===== src/rtl/core/dwr_pkg.sv =====
package dwr_pkg;

  // Field widths fixed by the request and result formats
  localparam int unsigned KIND_W  = 1;
  localparam int unsigned SIZE_W  = 5;
  localparam int unsigned WORD_W  = 31;
  localparam int unsigned VALUE_W = 4;

  // Request kinds
  localparam logic [KIND_W-1:0] KIND_DRAW   = 1'b0;
  localparam logic [KIND_W-1:0] KIND_REFILL = 1'b1;

  // Result status codes
  localparam logic STATUS_DRAWN = 1'b0;
  localparam logic STATUS_EMPTY = 1'b1;

  // Bit counter of the serial remainder unit
  localparam int unsigned DIV_CNT_W = $clog2(WORD_W);
  localparam logic [DIV_CNT_W-1:0] DIV_LAST = DIV_CNT_W'(WORD_W - 1);

  typedef struct packed {
    logic [KIND_W-1:0] kind;
    logic [SIZE_W-1:0] pool_size;
    logic [WORD_W-1:0] random_word;
  } req_t;

  typedef struct packed {
    logic [VALUE_W-1:0] drawn_value;
    logic               status;
  } rsp_t;

  // Controller to datapath commands
  typedef struct packed {
    logic capture;     // take a new request
    logic fill_wr;     // write the next refill entry
    logic div_step;    // one restoring remainder step
    logic mem_rd;      // read the chosen slot and the last live entry
    logic draw_wr;     // move last entry into slot, emit value, decrement
    logic emit_empty;  // emit an empty-pool result
  } cmd_t;

  // Datapath to controller status
  typedef struct packed {
    logic fill_done;
    logic count_zero;
    logic div_done;
  } sts_t;

endpackage


===== src/rtl/core/draw_without_replacement.sv =====
// Draw without replacement: hands out 0..n-1 in random order, each once.
// Request channel: req_i is taken at a rising edge where start is high and
// busy is low. A refill request loads the pool with 0..pool_size-1 (capped
// at POOL_DEPTH) and then draws; a draw request draws from the current pool.
// Result channel: rsp_o is valid for exactly one cycle, flagged by
// result_valid_o; there is no back-pressure, the receiver must take it.
// From accept to result a draw passes through the refill, if any, then the
// remainder unit, the pool read and the pool write; an empty pool answers
// once the refill is done. The cost is set by the one-bit-per-cycle remainder
// unit (31 steps for the random word) and by the single write port of the
// pool memory, which takes one refill entry per cycle.
// The next request is taken in the cycle its predecessor's result shows.
// Reset clears the live count, so the pool reads as empty until the first
// refill; the pool memory itself is not cleared.
module draw_without_replacement #(
  parameter int unsigned POOL_DEPTH = 16
) (
  input  logic          clk_i,
  input  logic          rst_ni,
  input  logic          start,
  output logic          busy,
  input  dwr_pkg::req_t req_i,
  output logic          result_valid_o,
  output dwr_pkg::rsp_t rsp_o
);

  dwr_pkg::cmd_t cmd;
  dwr_pkg::sts_t sts;

  dwr_ctrl u_ctrl (
    .clk_i  (clk_i),
    .rst_ni (rst_ni),
    .start  (start),
    .busy   (busy),
    .sts_i  (sts),
    .cmd_o  (cmd)
  );

  dwr_dpath #(
    .POOL_DEPTH (POOL_DEPTH)
  ) u_dpath (
    .clk_i          (clk_i),
    .rst_ni         (rst_ni),
    .req_i          (req_i),
    .cmd_i          (cmd),
    .sts_o          (sts),
    .result_valid_o (result_valid_o),
    .rsp_o          (rsp_o)
  );

  // A result only appears once the controller is back in idle
  assert property (@(posedge clk_i) disable iff (!rst_ni)
    result_valid_o |-> !busy)
    else $error("result strobe while busy");

  // An accepted request always occupies the block in the next cycle
  assert property (@(posedge clk_i) disable iff (!rst_ni)
    (start && !busy) |=> busy)
    else $error("request accepted but block not busy");

  // One result per request: strobes never come back to back
  assert property (@(posedge clk_i) disable iff (!rst_ni)
    result_valid_o |=> !result_valid_o)
    else $error("back-to-back result strobes");

  // An empty-pool result carries a zero value
  assert property (@(posedge clk_i) disable iff (!rst_ni)
    (result_valid_o && (rsp_o.status == dwr_pkg::STATUS_EMPTY)) |-> (rsp_o.drawn_value == '0))
    else $error("empty result with non-zero value");

endmodule


===== src/rtl/core/dwr_ctrl.sv =====
module dwr_ctrl (
  input  logic          clk_i,
  input  logic          rst_ni,
  input  logic          start,
  output logic          busy,
  input  dwr_pkg::sts_t sts_i,
  output dwr_pkg::cmd_t cmd_o
);

  localparam logic [2:0] S_IDLE = 3'd0;
  localparam logic [2:0] S_FILL = 3'd1;
  localparam logic [2:0] S_DIV  = 3'd2;
  localparam logic [2:0] S_RD   = 3'd3;
  localparam logic [2:0] S_WR   = 3'd4;

  logic [2:0] state_q, state_d;

  // State register
  always_ff @(posedge clk_i or negedge rst_ni) begin
    if (!rst_ni) begin
      state_q <= S_IDLE;
    end else begin
      state_q <= state_d;
    end
  end

  assign busy = (state_q != S_IDLE);

  // Next state and commands
  always_comb begin
    state_d = state_q;
    cmd_o   = '0;
    unique case (state_q)
      S_IDLE: begin
        if (start) begin
          cmd_o.capture = 1'b1;
          state_d       = S_FILL;
        end
      end
      S_FILL: begin
        if (!sts_i.fill_done) begin
          cmd_o.fill_wr = 1'b1;
        end else if (sts_i.count_zero) begin
          cmd_o.emit_empty = 1'b1;
          state_d          = S_IDLE;
        end else begin
          state_d = S_DIV;
        end
      end
      S_DIV: begin
        cmd_o.div_step = 1'b1;
        if (sts_i.div_done) begin
          state_d = S_RD;
        end
      end
      S_RD: begin
        cmd_o.mem_rd = 1'b1;
        state_d      = S_WR;
      end
      S_WR: begin
        cmd_o.draw_wr = 1'b1;
        state_d       = S_IDLE;
      end
      default: begin
        state_d = S_IDLE;
      end
    endcase
  end

endmodule


===== src/rtl/core/dwr_dpath.sv =====
module dwr_dpath #(
  parameter int unsigned POOL_DEPTH = 16
) (
  input  logic          clk_i,
  input  logic          rst_ni,
  input  dwr_pkg::req_t req_i,
  input  dwr_pkg::cmd_t cmd_i,
  output dwr_pkg::sts_t sts_o,
  output logic          result_valid_o,
  output dwr_pkg::rsp_t rsp_o
);

  localparam int unsigned AW = (POOL_DEPTH > 1) ? $clog2(POOL_DEPTH) : 1;
  localparam int unsigned CW = $clog2(POOL_DEPTH + 1);
  localparam int unsigned RW = CW + 1;

  // Pool memory, reset value undefined
  logic [AW-1:0] pool_mem [POOL_DEPTH];

  logic                              refill_q;
  logic [dwr_pkg::WORD_W-1:0]        word_q;
  logic [CW-1:0]                     count_q, count_d;
  logic [CW-1:0]                     fill_idx_q;
  logic [CW-1:0]                     rem_q;
  logic [dwr_pkg::DIV_CNT_W-1:0]     div_cnt_q;
  logic [AW-1:0]                     slot_data_q, last_data_q;
  logic                              valid_q;
  dwr_pkg::rsp_t                     rsp_q;

  logic [CW-1:0]     size_sat;
  logic [RW-1:0]     rem_shift, rem_sub;
  logic              rem_ge;
  logic [CW-1:0]     last_idx;
  logic              mem_we;
  logic [AW-1:0]     mem_waddr, mem_wdata;
  logic [AW+3:0]     value_ext;

  // Refill size saturated to the pool depth
  assign size_sat = (32'(req_i.pool_size) > 32'(POOL_DEPTH)) ? CW'(POOL_DEPTH)
                                                             : CW'(req_i.pool_size);

  // One restoring remainder step, MSB of the word first
  assign rem_shift = {rem_q, word_q[dwr_pkg::WORD_W-1]};
  assign rem_ge    = (rem_shift >= {1'b0, count_q});
  assign rem_sub   = rem_shift - {1'b0, count_q};

  assign last_idx = count_q - CW'(1);

  // Status to the controller
  assign sts_o.fill_done  = (refill_q != dwr_pkg::KIND_REFILL) || (fill_idx_q == count_q);
  assign sts_o.count_zero = (count_q == '0);
  assign sts_o.div_done   = (div_cnt_q == dwr_pkg::DIV_LAST);

  // Live count: loaded on a refill request, decremented on a draw
  always_comb begin
    count_d = count_q;
    if (cmd_i.capture && (req_i.kind == dwr_pkg::KIND_REFILL)) begin
      count_d = size_sat;
    end else if (cmd_i.draw_wr) begin
      count_d = last_idx;
    end
  end

  always_ff @(posedge clk_i or negedge rst_ni) begin
    if (!rst_ni) begin
      count_q <= '0;
      valid_q <= 1'b0;
    end else begin
      count_q <= count_d;
      valid_q <= cmd_i.draw_wr || cmd_i.emit_empty;
    end
  end

  // Request capture, refill index and remainder unit
  always_ff @(posedge clk_i) begin
    if (cmd_i.capture) begin
      refill_q   <= req_i.kind;
      word_q     <= req_i.random_word;
      fill_idx_q <= '0;
      rem_q      <= '0;
      div_cnt_q  <= '0;
    end else begin
      if (cmd_i.fill_wr) begin
        fill_idx_q <= fill_idx_q + CW'(1);
      end
      if (cmd_i.div_step) begin
        rem_q     <= rem_ge ? rem_sub[CW-1:0] : rem_shift[CW-1:0];
        word_q    <= {word_q[dwr_pkg::WORD_W-2:0], 1'b0};
        div_cnt_q <= div_cnt_q + dwr_pkg::DIV_CNT_W'(1);
      end
    end
  end

  // Single write port shared by refill and draw
  assign mem_we    = cmd_i.fill_wr || cmd_i.draw_wr;
  assign mem_waddr = cmd_i.fill_wr ? fill_idx_q[AW-1:0] : rem_q[AW-1:0];
  assign mem_wdata = cmd_i.fill_wr ? fill_idx_q[AW-1:0] : last_data_q;

  always_ff @(posedge clk_i) begin
    if (mem_we) begin
      pool_mem[mem_waddr] <= mem_wdata;
    end
    if (cmd_i.mem_rd) begin
      slot_data_q <= pool_mem[rem_q[AW-1:0]];
      last_data_q <= pool_mem[last_idx[AW-1:0]];
    end
  end

  // Result register
  assign value_ext = {4'b0000, slot_data_q};

  always_ff @(posedge clk_i) begin
    if (cmd_i.draw_wr) begin
      rsp_q.drawn_value <= value_ext[3:0];
      rsp_q.status      <= dwr_pkg::STATUS_DRAWN;
    end else if (cmd_i.emit_empty) begin
      rsp_q.drawn_value <= '0;
      rsp_q.status      <= dwr_pkg::STATUS_EMPTY;
    end
  end

  assign result_valid_o = valid_q;
  assign rsp_o          = rsp_q;

endmodule

===== config.mk =====
export PLATFORM = sky130hd
export DESIGN_NAME = draw_without_replacement
export DESIGN_NICKNAME = d
export VERILOG_FILES = /design/src/rtl/core/dwr_pkg.sv /design/src/rtl/core/draw_without_replacement.sv /design/src/rtl/core/dwr_ctrl.sv /design/src/rtl/core/dwr_dpath.sv
export SDC_FILE = /design/constraint.sdc
export NUM_CORES = 1
export LEC_CHECK = 0
export BUFFER_PORTS_ARGS = -buffer_cell sky130_fd_sc_hd__buf_2
export CELL_PAD_IN_SITES_DETAIL_PLACEMENT = 0
export CELL_PAD_IN_SITES_GLOBAL_PLACEMENT = 2
export CORE_MARGIN = 1
export CORE_UTILIZATION = 44
export DETAILED_ROUTE_END_ITERATION = 8
export GPL_ROUTABILITY_DRIVEN = 0
export GPL_TIMING_DRIVEN = 0
export HOLD_SLACK_MARGIN = 0.03
export PLACE_DENSITY = 0.85
export SLEW_MARGIN = 20
export SYNTH_ARGS = -nofsm -noshare
export SYNTH_HDL_FRONTEND = slang
export SYNTH_HIERARCHICAL = 1
export SYNTH_SLANG_ARGS = --single-unit

===== constraint.sdc =====
create_clock -name clk_i -period 3.8 [get_ports clk_i]
set_clock_uncertainty 0.1 [all_clocks]
set_input_delay 0 -clock clk_i [delete_from_list [all_inputs] [get_ports clk_i]]
set_output_delay 0 -clock clk_i [all_outputs]
set_load 0.005 [all_outputs]

== Yosys cells after proc, flatten, opt, wreduce, memory -nomap -nowiden ==
Memories as Yosys holds them, arrays and structs flattened. A register that Yosys moved wholly into a read port is not among the register bits.
Cells that the tools add are included.

* Register bits: 61
* Bits in writable memories: 64
* Bits of input ports: 40
* Output and inout bits: 7
* Word-level logic and storage cells: 65
* Memories kept: 1

{| class="wikitable"
|+ Memory list
! name !! depth !! width !! read ports !! clocked after Yosys merged registers in !! write ports !! line !! source
|-
| u_dpath.pool_mem || 16 || 4 || 2 || 2 || 1 || dwr_dpath.sv:18 || <nowiki>logic [AW-1:0] pool_mem [POOL_DEPTH];</nowiki>
|}

* Add/subtract/negate cells: 4
* Magnitude comparators: 2
* Eq/ne operators: 9
* Muxes and demuxes: 27
* Bitwise logic cells: 1
* Reduce and logical (&&, ||, !) cells: 11

{| class="wikitable"
|+ Operators by type and width
! operator !! count
|-
| 31-bit two-way mux || 2
|-
| 5-bit two-way mux || 6
|-
| 1-bit two-way mux || 12
|-
| 3-bit one-hot mux with 4 select lines || 1
|-
| 5-bit by 1-bit adder with 5-bit output, second input constant || 2
|-
| 3-bit two-way mux || 3
|-
| 4-bit two-way mux || 2
|-
| 3-bit by 2-bit == test with 1-bit output, second input constant || 2
|-
| 6-bit by 5-bit >= comparator with 1-bit output || 1
|-
| 2-bit nonzero test || 3
|-
| 5-bit == test || 1
|-
| 5-bit == test, second input constant || 1
|-
| 5-bit > comparator, second input constant || 1
|-
| 5-bit logical NOT || 1
|-
| 5-bit by 1-bit subtractor with 5-bit output, second input constant || 1
|-
| 5-bit subtractor || 1
|-
| 2-bit != test, second input constant || 2
|-
| 3-bit by 1-bit == test with 1-bit output, second input constant || 1
|-
| 3-bit == test, second input constant || 1
|-
| 3-bit logical NOT || 1
|-
| 1-bit logical OR || 3
|-
| 3-bit AND reduction || 1
|-
| 3-bit nonzero test || 1
|-
| 2-bit two-way mux || 1
|-
| other kinds (3) || 3
|}

== Depth between registers and ports, before layout ==
Gate-level depths: netlist of run 1.

* Depth after elaboration: 7
* Mapped depth: 11
* Gate-level depth less buffers: 9

== Modules after synthesis ==
The synthesis of run 1 kept the hierarchy.

{| class="wikitable"
|+ By module, submodules not included
! module !! times used !! cells each !! area each (µm²) !! sequential area each (µm²)
|-
| dwr_dpath || 1 || 402 || 6,211.0 || 3,713.6
|-
| dwr_ctrl || 1 || 22 || 210.2 || 75.1
|}

== Worst setup path after synthesis of run 1 ==
Ideal clock, no wire load.

* Path kind: register -> register
* Start point: register u_dpath.count_q[0]
* End point: memory u_dpath/pool_mem[0][0] in the netlist's numbering, data pin
* Library setup time: 330 ps
* Data arrival time: 2,443 ps
* Data required time: 3,370 ps
* Setup slack: 927 ps
* Stages on the path, launching flop included: 10
* Buffers on the path: 4
* Period minus slack after synthesis: 2,873 ps
* Cell sequence: dfrtp_1 buf_4 buf_6 xnor2_1 nand3_1 o31ai_1 nor4_1 clkbuf_1 clkbuf_1 o21ai_0

{| class="wikitable"
|+ RTL lines
! what !! line !! source
|-
| from (decl) || dwr_dpath.sv:22 || <nowiki>logic [CW-1:0] count_q, count_d;</nowiki>
|-
| from (signal assigned) || dwr_dpath.sv:69 || <nowiki>count_q <= count_d;</nowiki>
|-
| to (decl) || dwr_dpath.sv:18 ||
|}

==> run_summary.xml, run 1 <==
<?xml version="1.0" encoding="UTF-8"?>
<metrics>
  <group name="status">
    <metric name="status" unit="">complete, no violations</metric>
  </group>
  <group name="floorplan">
    <metric name="floorplan.io_pins" unit="">47</metric>
    <metric name="core-area" unit="sq um">14000</metric>
    <metric name="design.die.area" unit="sq um">15100</metric>
    <metric name="start_util" unit="%">45.7</metric>
    <metric name="num_rows" unit="">43</metric>
    <metric name="die_y" unit="microns">123</metric>
    <metric name="die-width" unit="microns">123</metric>
  </group>
  <group name="clock_network">
    <metric name="h-tree-depth" unit="">4</metric>
    <metric name="cts_max_path_buffers" unit="">2</metric>
    <metric name="worstSkewPairLatency" unit="ns">0.41</metric>
    <metric name="tritoncts" unit="">done</metric>
    <metric name="post-cts-setup-buffers" unit="">0</metric>
    <metric name="tritoncts_num_sinks" unit="">133</metric>
    <metric name="clock_input_transition_at_the_sequential_cells_of_the_worst_setup_and_hold_paths" unit="ns">0.06</metric>
    <metric name="root_buffer" unit="">sky130_fd_sc_hd__clkbuf_16</metric>
    <metric name="tritoncts.num_buffers" unit="">17</metric>
  </group>
  <group name="logic_synthesis">
    <metric name="syn-mean-instance-area" unit="sq um">15.1</metric>
    <metric name="post_synth_inst_count" unit="">424</metric>
    <metric name="ys_types" unit="">51</metric>
    <metric name="synth_fp_nets" unit="">474</metric>
    <metric name="async_reset_ff_share" unit="%">6.77</metric>
    <metric name="yosysWarnings" unit="">6</metric>
    <metric name="ys_dominant_reg_cell" unit="">sky130_fd_sc_hd__edfxtp_1</metric>
    <metric name="synth-edff-count" unit="">108</metric>
    <metric name="ys_seq_area_share" unit="%">59.0</metric>
    <metric name="netlist_area" unit="sq um">6420</metric>
    <metric name="postSynthRegisterBits" unit="">133</metric>
  </group>
  <group name="setup_path">
    <metric name="crit_top_cell" unit="">sky130_fd_sc_hd__clkbuf_1</metric>
    <metric name="worst-path-max-fanout" unit="">10</metric>
    <metric name="crit_slowest_cell" unit="">sky130_fd_sc_hd__o31ai_1</metric>
    <metric name="startpoint_type_of_the_worst_setup_path" unit="">flip-flop</metric>
    <metric name="criticalPathCategory" unit="">reg -&gt; reg</metric>
    <metric name="crit_required" unit="ns">3.75</metric>
    <metric name="worstPathArrival" unit="ns">3.40</metric>
    <metric name="critical_path.cell_chain" unit="">buf_4, buf_6, xnor2_1, nand3_1, o31ai_1, nor4_1, clkbuf_1, clkbuf_1, nor3_1, a21oi_1, nor2_1</metric>
    <metric name="worst-path-buf-inv" unit="">4</metric>
    <metric name="critical-path-max-stage-delay" unit="ns">0.48</metric>
    <metric name="regToRegSetupSlack" unit="ns">0.35</metric>
    <metric name="cpLargestDelayFamily" unit="">simple AND/OR/NAND/NOR gates</metric>
    <metric name="critPathCaptureType" unit="">flip-flop</metric>
  </group>
  <group name="sta">
    <metric name="setup_viol" unit="">0</metric>
    <metric name="finalHoldViolations" unit="">0</metric>
    <metric name="worst_pin_slew" unit="ns">0.821</metric>
    <metric name="maxClockFrequency" unit="MHz">290</metric>
    <metric name="fin_tns_setup" unit="ns">0</metric>
    <metric name="slew_headroom" unit="%">44.9</metric>
    <metric name="timing.final.ws_setup" unit="ns">0.348</metric>
    <metric name="maxSlewViolCount" unit="">0</metric>
    <metric name="timing.final.crit_period" unit="ns">3.45</metric>
    <metric name="final.period_utilization" unit="%">90.8</metric>
    <metric name="grt_setup_unrepaired" unit="">false</metric>
  </group>
  <group name="final_layout">
    <metric name="syn_to_final_growth" unit="%">22.9</metric>
    <metric name="register_area" unit="sq um">3790</metric>
    <metric name="finalInstanceArea" unit="sq um">7890</metric>
    <metric name="antenna_cells_inserted" unit="">0</metric>
    <metric name="mostFrequentLayoutCells" unit="">sky130_fd_sc_hd__edfxtp_1, sky130_fd_sc_hd__buf_2, sky130_fd_sc_hd__dlygate4sd3_1</metric>
    <metric name="design.final.nets" unit="">583</metric>
    <metric name="drive_above_1_share" unit="%">27.1</metric>
    <metric name="mostFrequentLayoutCell" unit="">sky130_fd_sc_hd__edfxtp_1</metric>
    <metric name="final_cells" unit="">726</metric>
    <metric name="multi_input_comb_area" unit="sq um">2420</metric>
    <metric name="filler_cell_count" unit="">1119</metric>
  </group>
  <group name="placed_design">
    <metric name="post-place-cells" unit="">652</metric>
    <metric name="placed_cell_area" unit="sq um">6900</metric>
    <metric name="place.port_buffers" unit="">46</metric>
    <metric name="detailedPlace.worstSlack" unit="ns">0.381</metric>
    <metric name="hpwl" unit="mm">9.71</metric>
  </group>
  <group name="global_routing">
    <metric name="gr-usage-all-layers" unit="%">20.6</metric>
    <metric name="initial_antenna_violation_count" unit="">0</metric>
    <metric name="grt_max_degree" unit="">32</metric>
    <metric name="grt_pass1_vias" unit="">4095</metric>
    <metric name="grt_overflow_total" unit="">0</metric>
    <metric name="grt_pass1_wl" unit="mm">22.3</metric>
  </group>
  <group name="power_and_ir_drop">
    <metric name="power_leakage" unit="nW">2.86</metric>
    <metric name="power_frac_comb" unit="%">38.2</metric>
    <metric name="intPower" unit="mW">4.22</metric>
    <metric name="share_clk_of_total_power" unit="%">25.1</metric>
    <metric name="totalPowerFinal" unit="mW">6.24</metric>
    <metric name="max-vdd-ir-drop" unit="V">0.000438</metric>
    <metric name="power_switching" unit="mW">2.03</metric>
    <metric name="power_per_standard_cell_area" unit="nW/um^2">792</metric>
    <metric name="power.share.sequential" unit="%">36.7</metric>
    <metric name="power.share.switching" unit="%">32.4</metric>
  </group>
  <group name="detailed_routing">
    <metric name="drt-total-wl" unit="mm">13.9</metric>
    <metric name="drt_first_iter_violations" unit="">209</metric>
    <metric name="route.antenna.remaining_nets" unit="">0</metric>
    <metric name="firstDrtPassIters" unit="">5</metric>
    <metric name="avgViaCountPerCell" unit="">5.47</metric>
    <metric name="remaining_drc_errors" unit="">0</metric>
    <metric name="avgRoutedWirePerCell" unit="microns">19.2</metric>
    <metric name="route.vias.total" unit="">3974</metric>
  </group>
  <group name="worst_hold_path">
    <metric name="class_of_the_most_critical_hold_timing_path" unit="">in -&gt; reg</metric>
  </group>
  <group name="flow_run">
    <metric name="max_cap_violations" unit="">0</metric>
  </group>
</metrics>
## cell families (layout without fill, tap and decap cells)
| kind of cell | after synthesis | count (layout) | synth area share (%) |
|---|---|---|---|
| AND/OR/NAND/NOR | 91 | 91 | 7.17 |
| flip-flops | 133 | 133 | 59.0 |
| multiplexers | 77 | 77 | 20.6 |
| buffers and inverters | 46 | 168 | 3.45 |
| adder cells (fa/ha/maj) | 10 | 10 | 2.07 |
| AO/OA/AOI/OAI | 45 | 45 | 4.60 |
| XOR/XNOR | 22 | 22 | 3.12 |
## power groups by stage
stage	Clock [mW]	Sequential (mW)	Combinational, mW
2_1_floorplan	0	2.26	1.76
3_3_place_gp	0	2.31	2.28
3_5_place_dp	0	2.32	2.35
4_1_cts	1.60	2.29	2.39
5_1_grt	1.67	2.33	2.60
6_report	1.57	2.29	2.38
## synthesized netlist by cell type (8+ instances only)
library cell               instances  area [sq um]
sky130_fd_sc_hd__inv_1            17          63.8
sky130_fd_sc_hd__nand2_1          15          56.3
sky130_fd_sc_hd__xor2_1            8          70.1
sky130_fd_sc_hd__mux2i_1           8          80.1
sky130_fd_sc_hd__a211oi_1          8          60.1
sky130_fd_sc_hd__mux4_2           20           450
sky130_fd_sc_hd__ha_1              9           113
sky130_fd_sc_hd__mux2_2           33           372
sky130_fd_sc_hd__mux4_1           16           420
sky130_fd_sc_hd__dfxtp_1          16           320
sky130_fd_sc_hd__dfrtp_1           9           225
sky130_fd_sc_hd__nor2_1           39           146
sky130_fd_sc_hd__clkbuf_1         13          48.8
sky130_fd_sc_hd__edfxtp_1        108          3240
sky130_fd_sc_hd__a21oi_1          18          90.1
sky130_fd_sc_hd__xnor2_1          13           114
## metrics by stage
| stage | util, % | hold WS (ns) |
|---|---|---|
| final | 56.2 | 0.242 |
| after global routing | 56.2 | 0.229 |
| after CTS | 56.2 | 0.221 |
| after detailed placement | 49.1 | -0.221 |
| after global placement | 49.0 | -0.233 |
| after floorplan | - | -0.396 |
## registers in the layout (all words and copies together) (netlist names)
| signal | count |
|---|---|
| u_ctrl/state_q | 3 |
| u_dpath/div_cnt_q | 5 |
| u_dpath/last_data_q | 4 |
| u_dpath/refill_q | 1 |
| u_dpath/result_valid_o | 1 |
| u_dpath/word_q | 31 |
| u_dpath/fill_idx_q | 5 |
| u_dpath/pool_mem | 64 |
| u_dpath/rem_q | 5 |
| u_dpath/count_q | 5 |
| u_dpath/slot_data_q | 4 |
| u_dpath/rsp_o | 5 |
## final timing paths
path / startpoint / end / cells past startpoint
hold / removal: req_i[36] / u_dpath/refill_q / 2
setup / recovery: u_dpath/count_q[0] / u_dpath/pool_mem[0][2] / 11
hold reg to reg: u_dpath/rsp_o[0] / u_dpath/rsp_o[0] / 2
setup reg to reg: u_dpath/count_q[0] / u_dpath/pool_mem[0][2] / 11
min in group asynchronous: rst_ni / u_dpath/count_q[3] / 3
max in group asynchronous: rst_ni / u_dpath/count_q[2] / 3
## layout make-up
class | count | share of cell area, %
plain buffers | 28 | 1.95
clock buffers | 22 | 5.88
clock inverters | 10 | 1.36
inverters | 18 | 0.856
multi-input cells | 245 | 30.6
flip-flops and latches | 133 | 48.0
well taps | 180 | 2.85
repair buffers | 90 | 8.44
## metal layers
layer  track usage (%)  vias up  routed length [microns]
li1                  -     1856                        -
met1              26.8     1998                     6240
met2              33.5      102                     6850
met3              5.02       18                      660
met4              7.32        0                      203
met5                 0        -                        0
## timing repair
action | CTS | global route
resized for setup | 0 | 0
hold endpoints to repair | 48 | 0
hold buffers | 42 | 0
Note: power is estimated with default switching activity, not from simulation.
==> run 2, diff against run 1 <==
Settings changed: CORE_UTILIZATION 44 to 47, CTS_BUF_LIST set to sky130_fd_sc_hd__clkbuf_8 sky130_fd_sc_hd__clkbuf_16, PLACE_DENSITY 0.85 to 0.89.
Clock period 3.8 ns to 4.2 ns, I/O delays scaled along.
==> run 2 against run 1 <==
Compared with the run above: worst hold slack worse by 0.0082 ns; combinational power down 9.2%; largest power group unchanged; core utilization up 3.7 points; worst setup slack better by 0.32 ns; first-iteration DRC count up 46%; cell count down 0.28%; die area down 6.3%.
==> run_summary.xml, run 2 (same netlist as run 1, synthesis figures left out) <==
<?xml version="1.0" encoding="UTF-8"?>
<metrics>
  <group name="final_layout">
    <metric name="multi_input_comb_area" unit="sq um">2420</metric>
    <metric name="final_cells" unit="">724</metric>
    <metric name="drive_above_1_share" unit="%">27.2</metric>
    <metric name="finalInstanceArea" unit="sq um">7970</metric>
    <metric name="antenna_cells_inserted" unit="">0</metric>
    <metric name="syn_to_final_growth" unit="%">24.1</metric>
    <metric name="register_area" unit="sq um">3790</metric>
    <metric name="largest-register" unit="">u_dpath/pool_mem</metric>
    <metric name="fin_util" unit="%">59.9</metric>
    <metric name="mostFrequentLayoutCells" unit="">sky130_fd_sc_hd__edfxtp_1, sky130_fd_sc_hd__buf_2, sky130_fd_sc_hd__dlygate4sd3_1</metric>
    <metric name="largestRegisters" unit="">u_dpath/pool_mem: 64 flops, u_dpath/word_q: 31 flops</metric>
    <metric name="filler_cell_count" unit="">1024</metric>
    <metric name="max_ffs_per_register" unit="">64</metric>
    <metric name="mostFrequentLayoutCell" unit="">sky130_fd_sc_hd__edfxtp_1</metric>
    <metric name="design.final.nets" unit="">585</metric>
  </group>
  <group name="setup_path">
    <metric name="worst-path-max-fanout" unit="">10</metric>
    <metric name="critPathCaptureType" unit="">flip-flop</metric>
    <metric name="startpoint_type_of_the_worst_setup_path" unit="">flip-flop</metric>
    <metric name="crit_required" unit="ns">4.15</metric>
    <metric name="criticalPathCategory" unit="">reg -&gt; reg</metric>
    <metric name="worstPathArrival" unit="ns">3.47</metric>
  </group>
  <group name="flow_run">
    <metric name="max_cap_violations" unit="">0</metric>
  </group>
  <group name="sta">
    <metric name="timing.hold.ws" unit="ns">0.234</metric>
    <metric name="final.period_utilization" unit="%">84.0</metric>
    <metric name="worst_pin_slew" unit="ns">0.864</metric>
    <metric name="finalHoldViolations" unit="">0</metric>
    <metric name="setup_viol" unit="">0</metric>
    <metric name="timing.final.ws_setup" unit="ns">0.673</metric>
    <metric name="slew_headroom" unit="%">42.2</metric>
    <metric name="timing.final.crit_period" unit="ns">3.53</metric>
    <metric name="maxClockFrequency" unit="MHz">284</metric>
    <metric name="grt_setup_unrepaired" unit="">false</metric>
    <metric name="maxSlewViolCount" unit="">0</metric>
    <metric name="fin_tns_setup" unit="ns">0</metric>
  </group>
  <group name="detailed_routing">
    <metric name="drt_first_iter_violations" unit="">306</metric>
    <metric name="top_signal_layer_used" unit="">met4</metric>
    <metric name="route.vias.total" unit="">4002</metric>
    <metric name="remaining_drc_errors" unit="">0</metric>
    <metric name="route.met2.wl" unit="mm">6.99</metric>
    <metric name="firstDrtPassIters" unit="">5</metric>
    <metric name="drt-total-wl" unit="mm">14.1</metric>
    <metric name="avgViaCountPerCell" unit="">5.53</metric>
    <metric name="avgRoutedWirePerCell" unit="microns">19.5</metric>
    <metric name="route.antenna.remaining_nets" unit="">0</metric>
    <metric name="m1WireLength" unit="mm">6.02</metric>
    <metric name="route.met3.wl" unit="microns">833</metric>
  </group>
  <group name="placed_design">
    <metric name="place.port_buffers" unit="">46</metric>
    <metric name="placed_cell_area" unit="sq um">6890</metric>
    <metric name="detailedPlace.worstSlack" unit="ns">0.738</metric>
    <metric name="hpwl" unit="mm">9.63</metric>
    <metric name="post-place-cells" unit="">648</metric>
  </group>
  <group name="clock_network">
    <metric name="tritoncts_num_sinks" unit="">133</metric>
    <metric name="root_buffer" unit="">sky130_fd_sc_hd__clkbuf_16</metric>
    <metric name="h-tree-depth" unit="">4</metric>
    <metric name="cts_max_path_buffers" unit="">2</metric>
    <metric name="clock_input_transition_at_the_sequential_cells_of_the_worst_setup_and_hold_paths" unit="ns">0.06</metric>
    <metric name="post-cts-setup-buffers" unit="">0</metric>
    <metric name="tritoncts" unit="">done</metric>
    <metric name="tritoncts.num_buffers" unit="">17</metric>
    <metric name="worstSkewPairLatency" unit="ns">0.42</metric>
  </group>
  <group name="global_routing">
    <metric name="gr-usage-all-layers" unit="%">21.6</metric>
    <metric name="initial_antenna_violation_count" unit="">0</metric>
    <metric name="grt_pass1_vias" unit="">4159</metric>
    <metric name="grt_max_degree" unit="">32</metric>
    <metric name="grt_overflow_total" unit="">0</metric>
    <metric name="grt_pass1_wl" unit="mm">22.1</metric>
  </group>
  <group name="status">
    <metric name="status" unit="">complete, no violations</metric>
  </group>
  <group name="power_and_ir_drop">
    <metric name="power_per_standard_cell_area" unit="nW/um^2">730</metric>
    <metric name="power_leakage" unit="nW">2.90</metric>
    <metric name="max-vdd-ir-drop" unit="V">0.000349</metric>
    <metric name="totalPowerFinal" unit="mW">5.81</metric>
  </group>
  <group name="worst_hold_path">
    <metric name="class_of_the_most_critical_hold_timing_path" unit="">in -&gt; reg</metric>
  </group>
  <group name="floorplan">
    <metric name="die-width" unit="microns">119</metric>
    <metric name="design.die.area" unit="sq um">14100</metric>
    <metric name="die_y" unit="microns">119</metric>
    <metric name="num_rows" unit="">42</metric>
    <metric name="start_util" unit="%">48.3</metric>
    <metric name="floorplan.io_pins" unit="">47</metric>
    <metric name="core-area" unit="sq um">13300</metric>
  </group>
</metrics>
## run 2: final timing paths
| check | depth (start not counted) | slack, ns | start | to |
|---|---|---|---|---|
| worst min register to register | 2 | 0.37 | u_dpath/rsp_o[0] | u_dpath/rsp_o[0] |
| max in group asynchronous | 3 | 3.20 | rst_ni | u_dpath/count_q[4] |
| worst max-delay path | 11 | 0.67 | u_dpath/count_q[0] | u_dpath/pool_mem[2][0] |
| min in group asynchronous | 3 | 0.48 | rst_ni | u_dpath/result_valid_o |
| worst min-delay path | 2 | 0.23 | req_i[36] | u_dpath/refill_q |
| worst max register to register | 11 | 0.67 | u_dpath/count_q[0] | u_dpath/pool_mem[2][0] |
## run 2: area by class of cell
cell class                 instances  area share [%]
multi-input combinational        245            30.3
timing repair buffer              92            8.61
inverter                          18           0.848
buffer                            28            1.93
clock inverter                    13            2.28
clock buffer                      19            5.69
tap                              176            2.76
sequential                       133            47.6
## run 2: layer usage
metal	global-route usage, %	up-vias
li1	-	1857
met1	26.9	2005
met2	35.8	121
met3	5.84	19
met4	8.47	0
met5	0	-
## run 2: timing repair
action,4_1_cts,5_1_grt
hold buffers,44,0
endpoints found under the hold margin,48,0
gates resized for setup,0,0
## run 2: worst max-delay path, stage by stage, from the launching register on
cell	delay, ns
sky130_fd_sc_hd__dfrtp_1	0.45
sky130_fd_sc_hd__buf_4	0.21
sky130_fd_sc_hd__buf_6	0.20
sky130_fd_sc_hd__xnor2_1	0.14
sky130_fd_sc_hd__nand3_1	0.09
sky130_fd_sc_hd__o31ai_1	0.50
sky130_fd_sc_hd__nor4_1	0.12
sky130_fd_sc_hd__clkbuf_1	0.21
sky130_fd_sc_hd__clkbuf_1	0.28
sky130_fd_sc_hd__nor2_1	0.17
sky130_fd_sc_hd__a32oi_1	0.16
sky130_fd_sc_hd__nor2_1	0.53
## run 2: report_power, final
part	switching [mW]	internal (mW)	leakage [nW]
registers	0.145	1.93	1.24
clock network	0.550	1.02	0.308
logic	1.17	0.988	1.35
total	1.87	3.94	2.90
